==> src/hdl/pixel_clock_divider_search_unit_assert.svh <==
// Assertion macros used by the search unit control.
`ifndef PIXEL_CLOCK_DIVIDER_SEARCH_UNIT_ASSERT_SVH
`define PIXEL_CLOCK_DIVIDER_SEARCH_UNIT_ASSERT_SVH

`ifndef SYNTHESIS

// Antecedent implies consequent in the same cycle.
`define PCDS_ASSERT_SAME(label, clk, rst, ante, cons) \
   label: assert property (@(posedge clk) disable iff (rst) (ante) |-> (cons)) \
      else $error("pcds assertion failed");

// Antecedent implies consequent in the next cycle.
`define PCDS_ASSERT_NEXT(label, clk, rst, ante, cons) \
   label: assert property (@(posedge clk) disable iff (rst) (ante) |=> (cons)) \
      else $error("pcds assertion failed");

`else

`define PCDS_ASSERT_SAME(label, clk, rst, ante, cons)
`define PCDS_ASSERT_NEXT(label, clk, rst, ante, cons)

`endif

`endif

==> src/hdl/pcds_pkg.sv <==
package pcds_pkg;

   localparam int MAX_DIVIDER = 255;
   localparam int RATE_WIDTH  = 32;
   localparam int DIV_WIDTH   = $clog2(MAX_DIVIDER + 1);
   localparam int CNT_WIDTH   = $clog2(RATE_WIDTH + 1);

   typedef logic [DIV_WIDTH-1:0]  div_type;
   typedef logic [RATE_WIDTH-1:0] rate_type;
   typedef logic [CNT_WIDTH-1:0]  cnt_type;

   localparam div_type MIN_PD_TFT   = div_type'(2);
   localparam div_type MIN_PD_OTHER = div_type'(3);
   localparam div_type FIRST_LD     = div_type'(1);
   localparam div_type LAST_DIVIDER = div_type'(MAX_DIVIDER);

   typedef struct packed {
      logic init;
      logic start_link;
      logic start_pixel;
      logic cap_link;
      logic cap_pixel;
      logic measure;
      logic eval;
      logic step_pd;
      logic step_ld;
   } cmd_type;

   typedef struct packed {
      logic div_done;
      logic hit;
      logic below;
      logic first_below;
      logic pd_last;
      logic ld_last;
   } sts_type;

   typedef enum logic [8:0] {
      S_IDLE  = 9'b000000001,
      S_LDIV  = 9'b000000010,
      S_LWAIT = 9'b000000100,
      S_PDIV  = 9'b000001000,
      S_PWAIT = 9'b000010000,
      S_DIST  = 9'b000100000,
      S_EVAL  = 9'b001000000,
      S_STEP  = 9'b010000000,
      S_DONE  = 9'b100000000
   } state_type;

endpackage

==> src/hdl/pcds_divider.sv <==
module pcds_divider (
   input  logic                clock,
   input  logic                reset,
   input  logic                start,
   input  pcds_pkg::rate_type  dividend,
   input  pcds_pkg::div_type   divisor,
   output logic                done,
   output pcds_pkg::rate_type  quotient
);
   import pcds_pkg::*;

   // Restoring division, one quotient bit per cycle. The remainder stays
   // below the divisor, so it fits the divisor width.
   logic     running_ff, running_in;
   logic     done_ff, done_in;
   cnt_type  cnt_ff, cnt_in;
   rate_type quo_ff, quo_in;
   div_type  rem_ff, rem_in;
   div_type  dvs_ff, dvs_in;

   logic [DIV_WIDTH:0] shifted;
   logic               ge;

   always_comb begin
      shifted    = {rem_ff, quo_ff[RATE_WIDTH-1]};
      ge         = shifted >= {1'b0, dvs_ff};
      running_in = running_ff;
      done_in    = 1'b0;
      cnt_in     = cnt_ff;
      quo_in     = quo_ff;
      rem_in     = rem_ff;
      dvs_in     = dvs_ff;
      if (start) begin
         running_in = 1'b1;
         cnt_in     = cnt_type'(RATE_WIDTH);
         quo_in     = dividend;
         rem_in     = '0;
         dvs_in     = divisor;
      end else if (running_ff) begin
         quo_in = {quo_ff[RATE_WIDTH-2:0], ge};
         rem_in = ge ? DIV_WIDTH'(shifted - {1'b0, dvs_ff}) : shifted[DIV_WIDTH-1:0];
         cnt_in = cnt_ff - cnt_type'(1);
         if (cnt_ff == cnt_type'(1)) begin
            running_in = 1'b0;
            done_in    = 1'b1;
         end
      end
   end

   always_ff @(posedge clock) begin
      if (reset) begin
         running_ff <= 1'b0;
         done_ff    <= 1'b0;
         cnt_ff     <= '0;
      end else begin
         running_ff <= running_in;
         done_ff    <= done_in;
         cnt_ff     <= cnt_in;
      end
      quo_ff <= quo_in;
      rem_ff <= rem_in;
      dvs_ff <= dvs_in;
   end

   assign done     = done_ff;
   assign quotient = quo_ff;

endmodule

==> src/hdl/pcds_datapath.sv <==
module pcds_datapath (
   input  logic                clock,
   input  logic                reset,
   input  pcds_pkg::cmd_type   cmd,
   output pcds_pkg::sts_type   sts,
   input  logic                req_tft_panel,
   input  pcds_pkg::rate_type  req_requested_rate,
   input  pcds_pkg::rate_type  req_source_rate,
   output pcds_pkg::div_type   rsp_link_divider,
   output pcds_pkg::div_type   rsp_pixel_divider,
   output pcds_pkg::rate_type  rsp_link_rate,
   output pcds_pkg::rate_type  rsp_pixel_rate
);
   import pcds_pkg::*;

   logic     tft_ff, tft_in;
   rate_type req_ff, req_in;
   rate_type src_ff, src_in;
   div_type  ld_ff, ld_in;
   div_type  pd_ff, pd_in;
   rate_type lck_ff, lck_in;
   rate_type pck_ff, pck_in;
   rate_type dist_ff, dist_in;
   logic     eq_ff, eq_in;
   logic     below_ff, below_in;
   logic     first_below_ff, first_below_in;
   logic     have_ff, have_in;
   div_type  best_ld_ff, best_ld_in;
   div_type  best_pd_ff, best_pd_in;
   rate_type best_lck_ff, best_lck_in;
   rate_type best_pck_ff, best_pck_in;
   rate_type best_dist_ff, best_dist_in;

   div_type  min_pd;
   logic     take;
   logic     div_start;
   rate_type div_dividend;
   div_type  div_divisor;
   logic     div_done;
   rate_type div_quotient;

   assign min_pd       = tft_ff ? MIN_PD_TFT : MIN_PD_OTHER;
   assign div_start    = cmd.start_link | cmd.start_pixel;
   assign div_dividend = cmd.start_link ? src_ff : lck_ff;
   assign div_divisor  = cmd.start_link ? ld_ff : pd_ff;

   pcds_divider u_divider (
      .clock    (clock),
      .reset    (reset),
      .start    (div_start),
      .dividend (div_dividend),
      .divisor  (div_divisor),
      .done     (div_done),
      .quotient (div_quotient)
   );

   // The first candidate is always taken; later ones need a strictly
   // smaller distance.
   assign take = !have_ff || (dist_ff < best_dist_ff);

   always_comb begin
      tft_in         = tft_ff;
      req_in         = req_ff;
      src_in         = src_ff;
      ld_in          = ld_ff;
      pd_in          = pd_ff;
      lck_in         = lck_ff;
      pck_in         = pck_ff;
      dist_in        = dist_ff;
      eq_in          = eq_ff;
      below_in       = below_ff;
      first_below_in = first_below_ff;
      have_in        = have_ff;
      best_ld_in     = best_ld_ff;
      best_pd_in     = best_pd_ff;
      best_lck_in    = best_lck_ff;
      best_pck_in    = best_pck_ff;
      best_dist_in   = best_dist_ff;
      if (cmd.init) begin
         tft_in  = req_tft_panel;
         req_in  = req_requested_rate;
         src_in  = req_source_rate;
         ld_in   = FIRST_LD;
         pd_in   = req_tft_panel ? MIN_PD_TFT : MIN_PD_OTHER;
         have_in = 1'b0;
      end
      if (cmd.cap_link) begin
         lck_in = div_quotient;
      end
      if (cmd.cap_pixel) begin
         pck_in = div_quotient;
      end
      if (cmd.measure) begin
         dist_in  = (pck_ff >= req_ff) ? (pck_ff - req_ff) : (req_ff - pck_ff);
         eq_in    = pck_ff == req_ff;
         below_in = pck_ff < req_ff;
         // The first pixel trial of a link divider is the link rate over
         // the minimum divider, which bounds the outer search.
         if (pd_ff == min_pd) begin
            first_below_in = pck_ff < req_ff;
         end
      end
      if (cmd.eval && take) begin
         have_in      = 1'b1;
         best_ld_in   = ld_ff;
         best_pd_in   = pd_ff;
         best_lck_in  = lck_ff;
         best_pck_in  = pck_ff;
         best_dist_in = dist_ff;
      end
      if (cmd.step_pd) begin
         pd_in = pd_ff + div_type'(1);
      end
      if (cmd.step_ld) begin
         ld_in = ld_ff + div_type'(1);
         pd_in = min_pd;
      end
   end

   always_ff @(posedge clock) begin
      if (reset) begin
         have_ff <= 1'b0;
      end else begin
         have_ff <= have_in;
      end
      tft_ff         <= tft_in;
      req_ff         <= req_in;
      src_ff         <= src_in;
      ld_ff          <= ld_in;
      pd_ff          <= pd_in;
      lck_ff         <= lck_in;
      pck_ff         <= pck_in;
      dist_ff        <= dist_in;
      eq_ff          <= eq_in;
      below_ff       <= below_in;
      first_below_ff <= first_below_in;
      best_ld_ff     <= best_ld_in;
      best_pd_ff     <= best_pd_in;
      best_lck_ff    <= best_lck_in;
      best_pck_ff    <= best_pck_in;
      best_dist_ff   <= best_dist_in;
   end

   always_comb begin
      sts.div_done    = div_done;
      sts.hit         = take && eq_ff;
      sts.below       = below_ff;
      sts.first_below = first_below_ff;
      sts.pd_last     = pd_ff == LAST_DIVIDER;
      sts.ld_last     = ld_ff == LAST_DIVIDER;
   end

   assign rsp_link_divider  = best_ld_ff;
   assign rsp_pixel_divider = best_pd_ff;
   assign rsp_link_rate     = best_lck_ff;
   assign rsp_pixel_rate    = best_pck_ff;

endmodule

==> src/hdl/pcds_control.sv <==
`include "pixel_clock_divider_search_unit_assert.svh"

module pcds_control (
   input  logic               clock,
   input  logic               reset,
   input  logic               start,
   output logic               busy,
   output logic               rsp_valid,
   output pcds_pkg::cmd_type  cmd,
   input  pcds_pkg::sts_type  sts
);
   import pcds_pkg::*;

   state_type state_ff, state_in;

   always_comb begin
      state_in = state_ff;
      cmd      = '0;
      case (state_ff)
         S_IDLE: begin
            if (start) begin
               cmd.init = 1'b1;
               state_in = S_LDIV;
            end
         end
         S_LDIV: begin
            cmd.start_link = 1'b1;
            state_in       = S_LWAIT;
         end
         S_LWAIT: begin
            if (sts.div_done) begin
               cmd.cap_link = 1'b1;
               state_in     = S_PDIV;
            end
         end
         S_PDIV: begin
            cmd.start_pixel = 1'b1;
            state_in        = S_PWAIT;
         end
         S_PWAIT: begin
            if (sts.div_done) begin
               cmd.cap_pixel = 1'b1;
               state_in      = S_DIST;
            end
         end
         S_DIST: begin
            cmd.measure = 1'b1;
            state_in    = S_EVAL;
         end
         S_EVAL: begin
            cmd.eval = 1'b1;
            state_in = S_STEP;
            if (sts.hit) begin
               state_in = S_DONE;
            end
         end
         S_STEP: begin
            // The inner loop ends below the request or at the last divider;
            // then the outer bound decides whether another link divider runs.
            if (sts.below || sts.pd_last) begin
               if (sts.first_below || sts.ld_last) begin
                  state_in = S_DONE;
               end else begin
                  cmd.step_ld = 1'b1;
                  state_in    = S_LDIV;
               end
            end else begin
               cmd.step_pd = 1'b1;
               state_in    = S_PDIV;
            end
         end
         S_DONE: begin
            state_in = S_IDLE;
         end
         default: begin
            state_in = S_IDLE;
         end
      endcase
   end

   always_ff @(posedge clock) begin
      if (reset) begin
         state_ff <= S_IDLE;
      end else begin
         state_ff <= state_in;
      end
   end

   assign busy      = state_ff != S_IDLE;
   assign rsp_valid = state_ff == S_DONE;

   `PCDS_ASSERT_NEXT(a_done_returns_idle, clock, reset, state_ff == S_DONE, state_ff == S_IDLE)
   `PCDS_ASSERT_NEXT(a_start_begins_search, clock, reset, !busy && start, state_ff == S_LDIV)
   `PCDS_ASSERT_NEXT(a_hit_ends_search, clock, reset, state_ff == S_EVAL && sts.hit, rsp_valid)
   `PCDS_ASSERT_SAME(a_done_only_in_wait, clock, reset, sts.div_done,
      state_ff == S_LWAIT || state_ff == S_PWAIT)

endmodule

==> src/hdl/pixel_clock_divider_search_unit.sv <==
// Each link divider tried costs one 32-step division; each pixel divider tried costs a
// division, distance, compare and step, with the step left out for the trial that
// matches exactly; a result state ends the search.
// One bit-serial divider is shared by the link and pixel divisions; one item is searched at a time.
// The next beat is accepted in the cycle after the result strobe, once the control is idle.
// Reset is synchronous and returns the search to idle; the receiver cannot stall.
module pixel_clock_divider_search_unit (
   input  logic                clock,
   input  logic                reset,
   input  logic                start,
   output logic                busy,
   input  logic                req_tft_panel,
   input  pcds_pkg::rate_type  req_requested_rate,
   input  pcds_pkg::rate_type  req_source_rate,
   output logic                rsp_valid,
   output pcds_pkg::div_type   rsp_link_divider,
   output pcds_pkg::div_type   rsp_pixel_divider,
   output pcds_pkg::rate_type  rsp_link_rate,
   output pcds_pkg::rate_type  rsp_pixel_rate
);
   import pcds_pkg::*;

   cmd_type cmd;
   sts_type sts;

   pcds_control u_control (
      .clock     (clock),
      .reset     (reset),
      .start     (start),
      .busy      (busy),
      .rsp_valid (rsp_valid),
      .cmd       (cmd),
      .sts       (sts)
   );

   pcds_datapath u_datapath (
      .clock              (clock),
      .reset              (reset),
      .cmd                (cmd),
      .sts                (sts),
      .req_tft_panel      (req_tft_panel),
      .req_requested_rate (req_requested_rate),
      .req_source_rate    (req_source_rate),
      .rsp_link_divider   (rsp_link_divider),
      .rsp_pixel_divider  (rsp_pixel_divider),
      .rsp_link_rate      (rsp_link_rate),
      .rsp_pixel_rate     (rsp_pixel_rate)
   );

endmodule

==> config.mk <==
export PLATFORM = sky130hd
export DESIGN_NAME = pixel_clock_divider_search_unit
export DESIGN_NICKNAME = d
export VERILOG_FILES = /design/src/hdl/pcds_pkg.sv /design/src/hdl/pcds_divider.sv /design/src/hdl/pcds_datapath.sv /design/src/hdl/pcds_control.sv /design/src/hdl/pixel_clock_divider_search_unit.sv
export VERILOG_INCLUDE_DIRS = /design/src /design/src/hdl
export SDC_FILE = /design/constraint.sdc
export NUM_CORES = 1
export LEC_CHECK = 0
export BUFFER_PORTS_ARGS = -buffer_cell sky130_fd_sc_hd__buf_2
export CORE_AREA = 2 2 315 161
export DETAILED_ROUTE_END_ITERATION = 10
export DIE_AREA = 0 0 317 163
export GPL_ROUTABILITY_DRIVEN = 0
export PLACE_DENSITY = 0.5
export SLEW_MARGIN = 20
export SYNTH_ARGS = -nofsm -noshare
export SYNTH_HDL_FRONTEND = slang
export SYNTH_SLANG_ARGS = --single-unit
export TNS_END_PERCENT = 50
==> constraint.sdc <==
create_clock -name clock -period 5.55 [get_ports clock]
set_input_delay 0 -clock clock [delete_from_list [all_inputs] [get_ports clock]]
set_output_delay 0 -clock clock [all_outputs]
set_load 0.01 [all_outputs]
Word-level counts from Yosys, hierarchy flattened --
Cells that the tools add are included.
Operators by class: mux-type cells 41, reduce and logical (&&, ||, !) cells 14, equality and inequality tests 18, magnitude comparators 4, bitwise logic cells 2, $add $sub $neg 6
Operator list (number):
- $mux W32 | 4
- $pmux W9 S8 | 1
- $lt A32 B32 Y1 | 2
- $sub A32 B32 Y32 | 2
- $mux W8 | 7
- $mux W9 | 6
- $eq A32 B32 Y1 | 1
- $ge A32 B32 Y1 | 1
- $mux W1 | 20
- $add A8 B1 Y8 const B | 2
- $eq A8 B8 Y1 const B | 2
- $mux W6 | 2
- $eq A9 B1 Y1 const B | 1
- $eq A9 B2 Y1 const B | 1
- $eq A9 B3 Y1 const B | 1
- $eq A9 B4 Y1 const B | 1
- $eq A9 B5 Y1 const B | 1
- $eq A9 B6 Y1 const B | 1
- $eq A9 B7 Y1 const B | 1
- $eq A9 B8 Y1 const B | 1
- $eq A9 B9 Y1 const B | 1
- $ge A9 B8 Y1 | 1
- $ne A9 B1 Y1 const B | 1
- $eq A8 B8 Y1 | 1
- other kinds (17) | 23
Storage, ports and cells: register bits 358, bits of input ports 68, logic and storage cells 110

Depth between registers and ports, before layout --
Gate-level depths: netlist of the first run.
word-level depth 7, depth in mapped cells 14, mapped depth without buffers 13

Modules after synthesis --
Synthesis of the first run repeated with hierarchy kept, for this count alone.
Unflattened totals: cells, all modules 1360, area total of the unflattened synthesis 17563.1 um^2
By module, submodules not included:
- pcds_datapath | area an instance 14246.2 um^2, cells an instance 1067, times used 1
- pcds_divider | area an instance 2752.6 um^2, cells an instance 226, times used 1
- pcds_control | area an instance 564.3 um^2, cells an instance 67, times used 1

Worst setup path before layout of the first run --
No wires, ideal clock.
path kind register -> register, start point register u_datapath.dist_ff[5], end point register u_datapath.best_dist_ff[0], enable pin, data arrival time 4.671 ns, library setup time 0.485 ns, slack 0.395 ns, cell stages (with the launch flop) 10, required time 5.065 ns, path through edfxtp_1 > ha_1 > a21o_1 > a21o_1 > a2111oi_0 > o211ai_1 > nand3_1 > a21oi_1 > o31ai_1 > and3_1
On the way: cells in the longest elaborated chain, start to end 3
Ends and longest elaborated chain:
- start, declared | line pcds_datapath.sv:23 | rate_type dist_ff, dist_in;
- start signal, assigned | line pcds_datapath.sv:133 | dist_ff <= dist_in;
- $lt A32 B32 Y1 | line pcds_datapath.sv:59 | assign take = !have_ff || (dist_ff < best_dist_ff);
- $logic_or A1 B1 Y1 | line pcds_datapath.sv:59
- $logic_and A1 B1 Y1 | line pcds_datapath.sv:103 | if (cmd.eval && take) begin
- end signal, assigned | line pcds_datapath.sv:141 | best_dist_ff <= best_dist_in;
- end, declared | line pcds_datapath.sv:32 | rate_type best_dist_ff, best_dist_in;
No other way between the ends. A chain may end at the register's enable or synchronous reset.

Final worst setup path of the first run --
start point register u_datapath.pck_ff[23], end point register u_datapath.dist_ff[30], data pin
On the way: cells in the longest elaborated chain, start to end 2, elaborated cells between the ends (all ways) 4, those cells by class add/sub (2); order compare (1); mux (1)
Ends and longest elaborated chain:
- start, declared | line pcds_datapath.sv:22 | rate_type pck_ff, pck_in;
- start signal, assigned | line pcds_datapath.sv:132 | pck_ff <= pck_in;
- $sub A32 B32 Y32 / $ge A32 B32 Y1 (equally long branches) | line pcds_datapath.sv:94 | dist_in = (pck_ff >= req_ff) ? (pck_ff - req_ff) : (req_ff - pck_ff);
- $mux W32 * | line pcds_datapath.sv:94
Mark *: on every way between the ends. The rest lies on a longest branch, timed or not.

==> impl_metrics.toml, run 1 <==
[status]
status = "completed"

[drt]
wl_um = 45860
drc = 0
wl_per_cell_um = 20.44
num_vias = 11360
drt_pass1_iterations = 8
drt_iter0_markers = 1035
postRouteAntennaNets = 0
via_per_inst = 5.064

[clock_tree]
path_clk_slew_ps = 80
root_buffer = "clkbuf_16"
insertion_delay_ps = 540
clockBufferDepth = 3
cts_max_level = 2
cts_tree = "yes"
cts.sinks = 358
cts_setup_buffers = 0
cts_buffers = 34

[timing]
fin_crit_sh_pct = 77.84
skew_ps = 17.15
drv_slew = 0
setup_violations = 0
tightest_slew_ps = 1078
fin_setup_tns_ps = 0
rsz0062_at_grt = "no"
relSlewSlack_pct = 27.89
hold_ws_ps = 167.3
final.min_clock_period_ps = 4320
hold_viol_final = 0
max_freq_ghz = 0.2315

[logic_synthesis]
synth-seq-cells = 358
synth_cell_type_count = 70
yosysWarnings = 0
synth-compound-area-share_pct = 11.15
synthAdderAreaFrac_pct = 8.169
ys.flop_type = "edfxtp_1"
synth_top_cell_area_share_pct = 58.75
synth_edf_count = 332
synthTopCellsByArea = "edfxtp_1 (59%), ha_1 (7.8%), dfxtp_1 (3.1%)"
syn-num-nets = 1523
syn-cell-area_um2 = 16970
synth_top_family_by_area = "compound AO/OA/AOI/OAI gates"
yosysTopAreaCell = "edfxtp_1"
async_flop_share_pct = 0
synthMuxAreaShare_pct = 3.266
syn_avg_cell_area_um2 = 12.61
yosysSeqAreaShare_pct = 61.82
synth-simple-area-share_pct = 8.766
synthXorXnorAreaFrac_pct = 2.581
synth_cells = 1346

[grt]
grt_pass1_wl_um = 68070
antenna_found_initial = 1
grt_pass1_vias = 10700
grt_max_degree = 63
track_usage_pct = 17.72
grt_overflow = 0

[cells_and_area]
fin_area_um2 = 20130
final_cells = 2243
final_nets = 1736
fill_cells = 4675
syn_to_final_growth_pct = 18.61
layout-drive-gt1-share_pct = 15.35
diodes = 0

[floorplan]
dieArea_um2 = 51670
start_util_pct = 34.44
die_w_um = 317
die_h_um = 163
fp.coreArea_um2 = 49270
ios = 150
rows = 58

[power_and_ir_drop]
power_density_nw_per_um2 = 313.0
peakVddDrop_mv = 0.1733
comb_power_share_pct = 12.9
p_int_uw = 4677
swShare_pct = 25.77
pwr-share-clk_pct = 37.1
p_leak_uw = 0.007762
switchingPower_uw = 1624
seqPwrFrac_pct = 50.1

[setup_path]
cp.arrival_ps = 4610
r2r_slack_ps = 1230
start_kind = "flop"
cp_data_required_time_ps = 5840
r2r_end = "u_datapath.dist_ff[30]"
cp_max_fo = 18
rr_startpoint = "u_datapath.pck_ff[23]"
rr_worst_depth = 12
critical_path_class = "flop to flop"
cp-end-kind = "flop"

[hold_path]
whs_path_depth = 2
hp-start = "req_source_rate[29]"
hp-class = "primary input to flop"
min_to = "u_datapath.src_ff[29]"

[run]
timing.max_cap.violations = 0

[placement]
io_buffers = 149
dpl.hpwl_um = 33310
place_area_um2 = 18400
place_inst = 2116
cell usage after synthesis, types with 12 or more instances:
cell type	instances
o21ai_0	57
nand2b_1	13
clkbuf_1	21
a21oi_1	102
nand3_1	25
a211oi_1	12
xor2_1	22
dfxtp_1	26
nor2b_1	14
nor3_1	20
edfxtp_1	332
buf_2	18
nor2_1	114
mux2i_1	43
inv_1	126
ha_1	106
nand2_1	54
xnor2_1	28
a21o_1	34
nand4_1	21
worst max-delay path, cell delays in order (launching register included):
cell	delay [ps]
edfxtp_1	380
inv_1	60
ha_1	480
a21oi_4	220
o21ai_2	110
a221oi_4	420
a31oi_2	240
nor3_4	940
mux2_2	460
a31oi_2	280
nor2_1	130
a41oi_1	260
xnor2_1	80
area by class of cell:
cell class / instances / area (um2) / share of cell area [%]
well taps: 660 / 825.8 / 4.103
repair buffers: 227 / 1499 / 7.447
inverters: 126 / 475.5 / 2.362
clock buffers: 44 / 888.4 / 4.413
multi-input cells: 812 / 5778 / 28.71
clock inverters: 16 / 171.4 / 0.8516
flip-flops and latches: 358 / 10490 / 52.12
registers in the layout, summed over array words and instances (netlist names):
| signal | flops |
|---|---|
| u_datapath.u_divider.quotient | 32 |
| u_datapath.rsp_link_divider | 8 |
| u_control.state_ff | 9 |
| u_datapath.u_divider.cnt_ff | 6 |
| u_datapath.u_divider.dvs_ff | 8 |
| u_datapath.eq_ff | 1 |
| u_datapath.u_divider.rem_ff | 8 |
| u_datapath.rsp_pixel_divider | 8 |
| u_datapath.rsp_pixel_rate | 32 |
| u_datapath.ld_ff | 8 |
| u_datapath.u_divider.running_ff | 1 |
| u_datapath.req_ff | 32 |
| u_datapath.below_ff | 1 |
| u_datapath.best_dist_ff | 32 |
| u_datapath.have_ff | 1 |
| u_datapath.pck_ff | 32 |
| u_datapath.pd_ff | 8 |
| u_datapath.first_below_ff | 1 |
| u_datapath.dist_ff | 32 |
| u_datapath.src_ff | 32 |
| u_datapath.u_divider.done | 1 |
| u_datapath.tft_ff | 1 |
| u_datapath.lck_ff | 32 |
| u_datapath.rsp_link_rate | 32 |
metal layers:
layer	global-route usage, %	routed length (um)
met2	23.91	18130
met3	3.629	3279
met5	0	0
met4	3.945	809
met1	28.47	23630
power by group through the flow:
stage / registers [uW] / clock network (uW) / logic [uW]
3_3_place_gp: 3210 / 0 / 755
4_1_cts: 3150 / 2400 / 804
2_1_floorplan: 3170 / 0 / 547
3_5_place_dp: 3210 / 0 / 763
5_1_grt: 3160 / 2500 / 898
6_report: 3150 / 2340 / 811
cells in the final DEF (no fill, tap or decap), types with 5 or more instances in the layout:
cell type	Yosys	layout
a211oi_1	12	12
a21o_1	34	34
a21oi_1	102	102
a31oi_1	8	8
and3_1	11	9
and4_1	5	5
buf_2	18	149
buf_4	4	11
clkbuf_1	21	10
clkbuf_16	0	34
clkinv_1	0	5
dfxtp_1	26	26
dlygate4sd3_1	0	67
edfxtp_1	332	332
ha_1	106	106
inv_1	126	124
mux2_2	11	11
mux2i_1	43	43
nand2_1	54	54
nand2b_1	13	13
nand3_1	25	24
nand4_1	21	21
nor2_1	114	114
nor2b_1	14	14
nor3_1	20	20
nor4_1	9	9
o211ai_1	10	10
o21a_1	7	7
o21ai_0	57	57
o21bai_1	11	11
o31ai_1	6	6
xnor2_1	28	28
xor2_1	22	22
stage by stage:
stage / setup slack (ps) / power (uW) / utilization [%]
floorplan: 394.7 / 3719 / -
global placement: 1201 / 3967 / 37.33
detailed placement: 1213 / 3975 / 37.33
CTS: 1190 / 6358 / 40.85
global route: 947.9 / 6563 / 40.85
finish: 1230 / 6301 / 40.85
logic make-up (layout without fill, tap and decap cells):
family                   count (synthesis)  after routing
flip-flops                             358            358
adder cells (fa/ha/maj)                109            109
XOR/XNOR                                50             50
AND/OR/NAND/NOR                        306            306
multiplexers                            54             54
AO/OA/AOI/OAI                          293            293
buffers and inverters                  176            413
timing repair:
| item | in CTS | in global routing |
|---|---|---|
| gates resized for setup | 0 | 0 |
| hold buffers | 67 | 0 |
| endpoints found under the hold margin | 82 | 0 |
worst max-delay path by stage:
stage / to / from / cells past startpoint
after detailed placement: u_datapath.rsp_pixel_rate[23] / u_datapath.dist_ff[11] / 10
after floorplan: u_datapath.best_dist_ff[0] / u_datapath.dist_ff[5] / 9
final: u_datapath.dist_ff[30] / u_datapath.pck_ff[23] / 12
after global placement: u_datapath.rsp_pixel_rate[26] / u_datapath.dist_ff[5] / 10
after CTS: u_datapath.rsp_pixel_rate[29] / u_datapath.dist_ff[11] / 10
after global routing: u_datapath.rsp_pixel_rate[28] / u_datapath.dist_ff[5] / 10
(Power assumes the default switching activity.)
==> run 2, diff against run 1 <==
PLACE_DENSITY = 0.52   (was 0.5)
clock period = 3.6 ns   (was 5.55 ns; I/O delays follow)
==> run 2 against run 1 <==
  * Combinational power increased by 65%
  * Non-clock buffer count up 58
  * Largest cell class unchanged
  * Clock skew grew 5.4 ps
  * Worst hold slack got worse by 140 ps
  * Worst setup slack got worse by 1100 ps
  * Clock power up 57%
  * Via count grew 0.90%
  * Die area unchanged
  * Sequential share of layout area shrank 1.5 points
  * Highest routed layer unchanged
==> impl_metrics.toml, run 2 (synthesized netlist as in run 1, its figures left out) <==
[status]
status = "completed"

[timing]
fin_crit_sh_pct = 95.80
max_freq_ghz = 0.2900
skew_ps = 22.57
fin_setup_tns_ps = 0
tightest_slew_ps = 767.4
relSlewSlack_pct = 48.77
hold_ws_ps = 29.07
rsz0062_at_grt = "no"
setup_violations = 0
drv_slew = 0
final.min_clock_period_ps = 3449
hold_viol_final = 0

[floorplan]
rows = 58
start_util_pct = 34.44
fp.coreArea_um2 = 49270
die_w_um = 317
dieArea_um2 = 51670
ios = 150
die_h_um = 163

[setup_path]
crit_path_max_incr_delay_ps = 450
cp_data_required_time_ps = 3860
slowest_stage = "and4bb_2"
rr_startpoint = "u_datapath.req_ff[22]"
critical_path_class = "flop to flop"
path_buf_inv = 1
critPathTopFamily = "compound AO/OA/AOI/OAI gates"
cp-end-kind = "flop"
cp.arrival_ps = 3710
path_cells = "ha_1, buf_4, nand4_1, and4bb_2, nand2_1, a21o_1, nand3_1, a211oi_1, a21oi_2, a32oi_2, o32ai_1, xnor2_1"
crit_start = "u_datapath.req_ff[22]"
start_kind = "flop"
cp_max_fo = 8

[grt]
antenna_found_initial = 0
grt_overflow = 0
grt_pass1_wl_um = 66200
track_usage_pct = 16.95
grt_max_degree = 41
grt_pass1_vias = 10850

[cells_and_area]
layout_commonest_cell = "edfxtp_1"
syn_to_final_growth_pct = 22.22
final_util_pct = 42.09
final_nets = 1795
layout-drive-gt1-share_pct = 18.99
layout_common_cells = "edfxtp_1 (332), buf_2 (149), inv_1 (125)"
fill_cells = 4589
fin_area_um2 = 20740
diodes = 0

[clock_tree]
insertion_delay_ps = 550
root_buffer = "clkbuf_16"
cts.sinks = 358
cts_tree = "yes"
cts_buffers = 35
clockBufferDepth = 3
cts_max_level = 2
path_clk_slew_ps = 60

[placement]
place_area_um2 = 18840
io_buffers = 149
dpl.hpwl_um = 31830

[drt]
drc = 0
postRouteAntennaNets = 0
num_vias = 11460
via_per_inst = 4.977
wl_um = 43820
wl_per_cell_um = 19.03
drt_iter0_markers = 1063
drt_pass1_iterations = 5

[power_and_ir_drop]
peakVddDrop_mv = 0.2416
power_density_nw_per_um2 = 476.3
p_leak_uw = 0.008090

[run]
timing.max_cap.violations = 0

[hold_path]
hp-class = "primary input to flop"
hp-start = "start"
[run 2: final timing paths]
path	cells past startpoint	to	slack, ps
worst max-delay path	12	u_datapath.dist_ff[25]	150
worst min-delay path	3	u_control.state_ff[6]	30
worst max register to register	12	u_datapath.dist_ff[25]	150
worst min register to register	0	u_datapath.rsp_link_rate[16]	450
[run 2: repair_timing]
| item | CTS | global route |
|---|---|---|
| hold endpoints to repair | 82 | 0 |
| endpoints found under the setup margin | 0 | 114 |
| setup buffers | 0 | 9 |
| hold buffers | 66 | 0 |
| resized for setup | 0 | 8 |
[run 2: final cells by class]
type	instances	area, um2	area share, %
inverter	126	474.2	2.286
sequential	358	10490	50.58
tap	660	825.8	3.981
multi-input combinational	812	5823	28.08
clock inverter	15	163.9	0.7903
timing repair buffer	285	2023	9.754
clock buffer	47	940.9	4.536
[run 2: where the power goes]
| group | leakage, uW | switching [uW] | total [uW] | internal (uW) |
|---|---|---|---|---|
| clock | 0.000536 | 1620 | 3680 | 2060 |
| sequential | 0.00324 | 127 | 4860 | 4730 |
| combinational | 0.00432 | 777 | 1340 | 566 |
| total | 0.00809 | 2520 | 9880 | 7360 |
[run 2: worst reg2reg max path, cell delays in order, from the launching register on]
cell,delay [ps]
edfxtp_1,440
ha_1,330
buf_4,160
nand4_1,230
and4bb_2,450
nand2_1,110
a21o_1,190
nand3_1,150
a211oi_1,90
a21oi_2,280
a32oi_2,220
o32ai_1,350
xnor2_1,160
[run 2: metal layers]
| layer | vias to the layer above | wire length (um) | track usage, % |
|---|---|---|---|
| met3 | 48 | 3250 | 3.934 |
| met4 | 0 | 517 | 2.637 |
| met1 | 5523 | 23530 | 28.14 |
| met2 | 396 | 16520 | 21.94 |
| met5 | - | 0 | 0 |
| li1 | 5494 | - | - |
[run 2: metrics by stage]
step           cells  setup slack, ps  total power [uW]
6_report        2303            151.2              9879
5_1_grt         2303           0.5898             10310
4_1_cts         2294            5.110              9957
3_5_place_dp    2166            23.13              6193
3_3_place_gp    2166            99.62              6177
2_1_floorplan   1346            216.7              5734
==> run 3, diff against run 2 <==
CELL_PAD_IN_SITES_DETAIL_PLACEMENT = 0   (was default)
CELL_PAD_IN_SITES_GLOBAL_PLACEMENT = 1   (was default)
PLACE_DENSITY = 0.61   (was 0.52)
==> run 3 against run 2 <==
  * Worst hold slack gained 130 ps
  * Final area is essentially flat
  * Sequential share of layout area is essentially flat
  * Clock power grew 4%
  * Maximum frequency shrank 0.81%
  * Clock skew grew 6.1 ps
  * Highest routed layer unchanged
  * Utilization is essentially flat
  * Worst setup slack lost 28 ps
  * Global-route usage grew 0.37 points
  * First-iteration DRC count grew 3.8%
  * Total power grew 1.7%
  * Via count shrank 0.63%
==> impl_metrics.toml, run 3 (synthesized netlist as in run 1, its figures left out) <==
[grt]
grt_pass1_wl_um = 67380
grt_pass1_vias = 10860
track_usage_pct = 17.32
grt_overflow = 0
antenna_found_initial = 1
grt_max_degree = 49

[timing]
tightest_slew_ps = 953.2
hold_viol_final = 0
fin_crit_sh_pct = 96.59
setup_violations = 0
final.min_clock_period_ps = 3477
relSlewSlack_pct = 36.45
max_freq_ghz = 0.2876
skew_ps = 28.62
drv_slew = 0

[clock_tree]
cts_max_level = 2
cts_buffers = 36
clockBufferDepth = 3
cts_tree = "yes"
insertion_delay_ps = 550
cts.sinks = 358
root_buffer = "clkbuf_16"
path_clk_slew_ps = 70

[setup_path]
slowest_stage = "ha_1"
cp-end-kind = "flop"
cp_max_fo = 7
path_cells = "inv_1, ha_1, a21oi_1, o21ai_0, a211oi_2, buf_4, a21oi_2, nor3_4, buf_4, mux2i_1, nand2_1, nand2_1, xor2_1"
crit_path_max_incr_delay_ps = 400
cp_data_required_time_ps = 3930
critical_path_class = "flop to flop"
cp.arrival_ps = 3810
r2r_slack_ps = 120
start_kind = "flop"

[drt]
postRouteAntennaNets = 0
drt_iter0_markers = 1103
drt_pass1_iterations = 7
via_per_inst = 4.945
drc = 0
num_vias = 11390
wl_per_cell_um = 19.48
wl_um = 44870

[floorplan]
ios = 150
dieArea_um2 = 51670
die_w_um = 317
start_util_pct = 34.44
fp.coreArea_um2 = 49270
die_h_um = 163
rows = 58

[run]
timing.max_cap.violations = 0

[cells_and_area]
diodes = 0
layout_common_cells = "edfxtp_1 (332), buf_2 (149), inv_1 (125)"
syn_to_final_growth_pct = 22.30
layout_commonest_cell = "edfxtp_1"
layout-drive-gt1-share_pct = 19.29
final_nets = 1793
fin_area_um2 = 20750

[power_and_ir_drop]
power_density_nw_per_um2 = 483.9
p_total_uw = 10040
peakVddDrop_mv = 0.2719
p_leak_uw = 0.008109

[placement]
io_buffers = 149
place_area_um2 = 18820
dpl.hpwl_um = 32760

[status]
status = "completed"

[hold_path]
hp-class = "primary input to flop"
## run 3: cell count changes in the layout (fill, tap and decap cells not counted), sizes merged
cell         delta
inv             +1
clkinvlp        -1
nor3            +1
buf             -5
dlygate4sd3     +1
clkinv          +3
## run 3: critical path, delay by kind of cell (launching register included)
family	cells	cell delay (ps)
adders and majority gates	1	400
DFF	1	370
muxes	1	370
and+or+nand+nor	3	510
xor gates and xnor gates	1	310
buffers and inverters	3	470
AOI/OAI and AO/OA	4	820
## run 3: cell type report
type	count	area [um2]
Fill cell	4585	28520
Sequential cell	358	10490
Multi-Input combinational cell	813	5842
Timing Repair Buffer	281	1946
Clock buffer	47	1003
Tap cell	660	825.8
Inverter	126	474.2
Clock inverter	18	172.7
## run 3: what timing repair did
action | in CTS | in global routing
hold buffers | 67 | 0
resized for setup | 4 | 8
setup endpoints to repair | 2 | 111
pin swaps | 1 | 5
cloned | 0 | 1
endpoints found under the hold margin | 82 | 0
buffers inserted | 0 | 3
## run 3: final timing paths
path,cells after the start,startpoint,end
worst max-delay path,13,u_datapath.pck_ff[11],u_datapath.dist_ff[18]
worst min-delay path,2,req_source_rate[27],u_datapath.src_ff[27]
worst max register to register,13,u_datapath.pck_ff[11],u_datapath.dist_ff[18]
worst min register to register,0,u_datapath.lck_ff[14],u_datapath.rsp_link_rate[14]
## run 3: routing by layer
metal	part of all wire (%)	global-route usage, %	routed length (um)
met5	0	0	0
met4	0.81	2.573	363
met3	6.8	3.998	3037
met2	37	21.31	16620
met1	55	29.73	24840
## run 3: where the power goes
part | internal, uW | switching (uW) | leakage, uW
Clock | 2190 | 1650 | 0.000579
Sequential | 4730 | 120 | 0.00324
Combinational | 558 | 796 | 0.00429
Total | 7480 | 2560 | 0.00811
## run 3: metrics by stage
| stage | setup TNS (ps) | hold slack [ps] | instances | util, % | setup slack [ps] |
|---|---|---|---|---|---|
| 2_1_floorplan | 0 | 98.87 | 1346 | - | 216.7 |
| 3_3_place_gp | -91.63 | 176.6 | 2167 | 38.19 | -91.63 |
| 3_5_place_dp | -156.6 | 178.1 | 2167 | 38.19 | -142.5 |
| 4_1_cts | 0 | 122.2 | 2299 | 41.98 | 21.63 |
| 5_1_grt | -23.72 | 134.8 | 2303 | 42.12 | -20.40 |
| 6_report | 0 | 161.8 | 2303 | 42.12 | 122.9 |
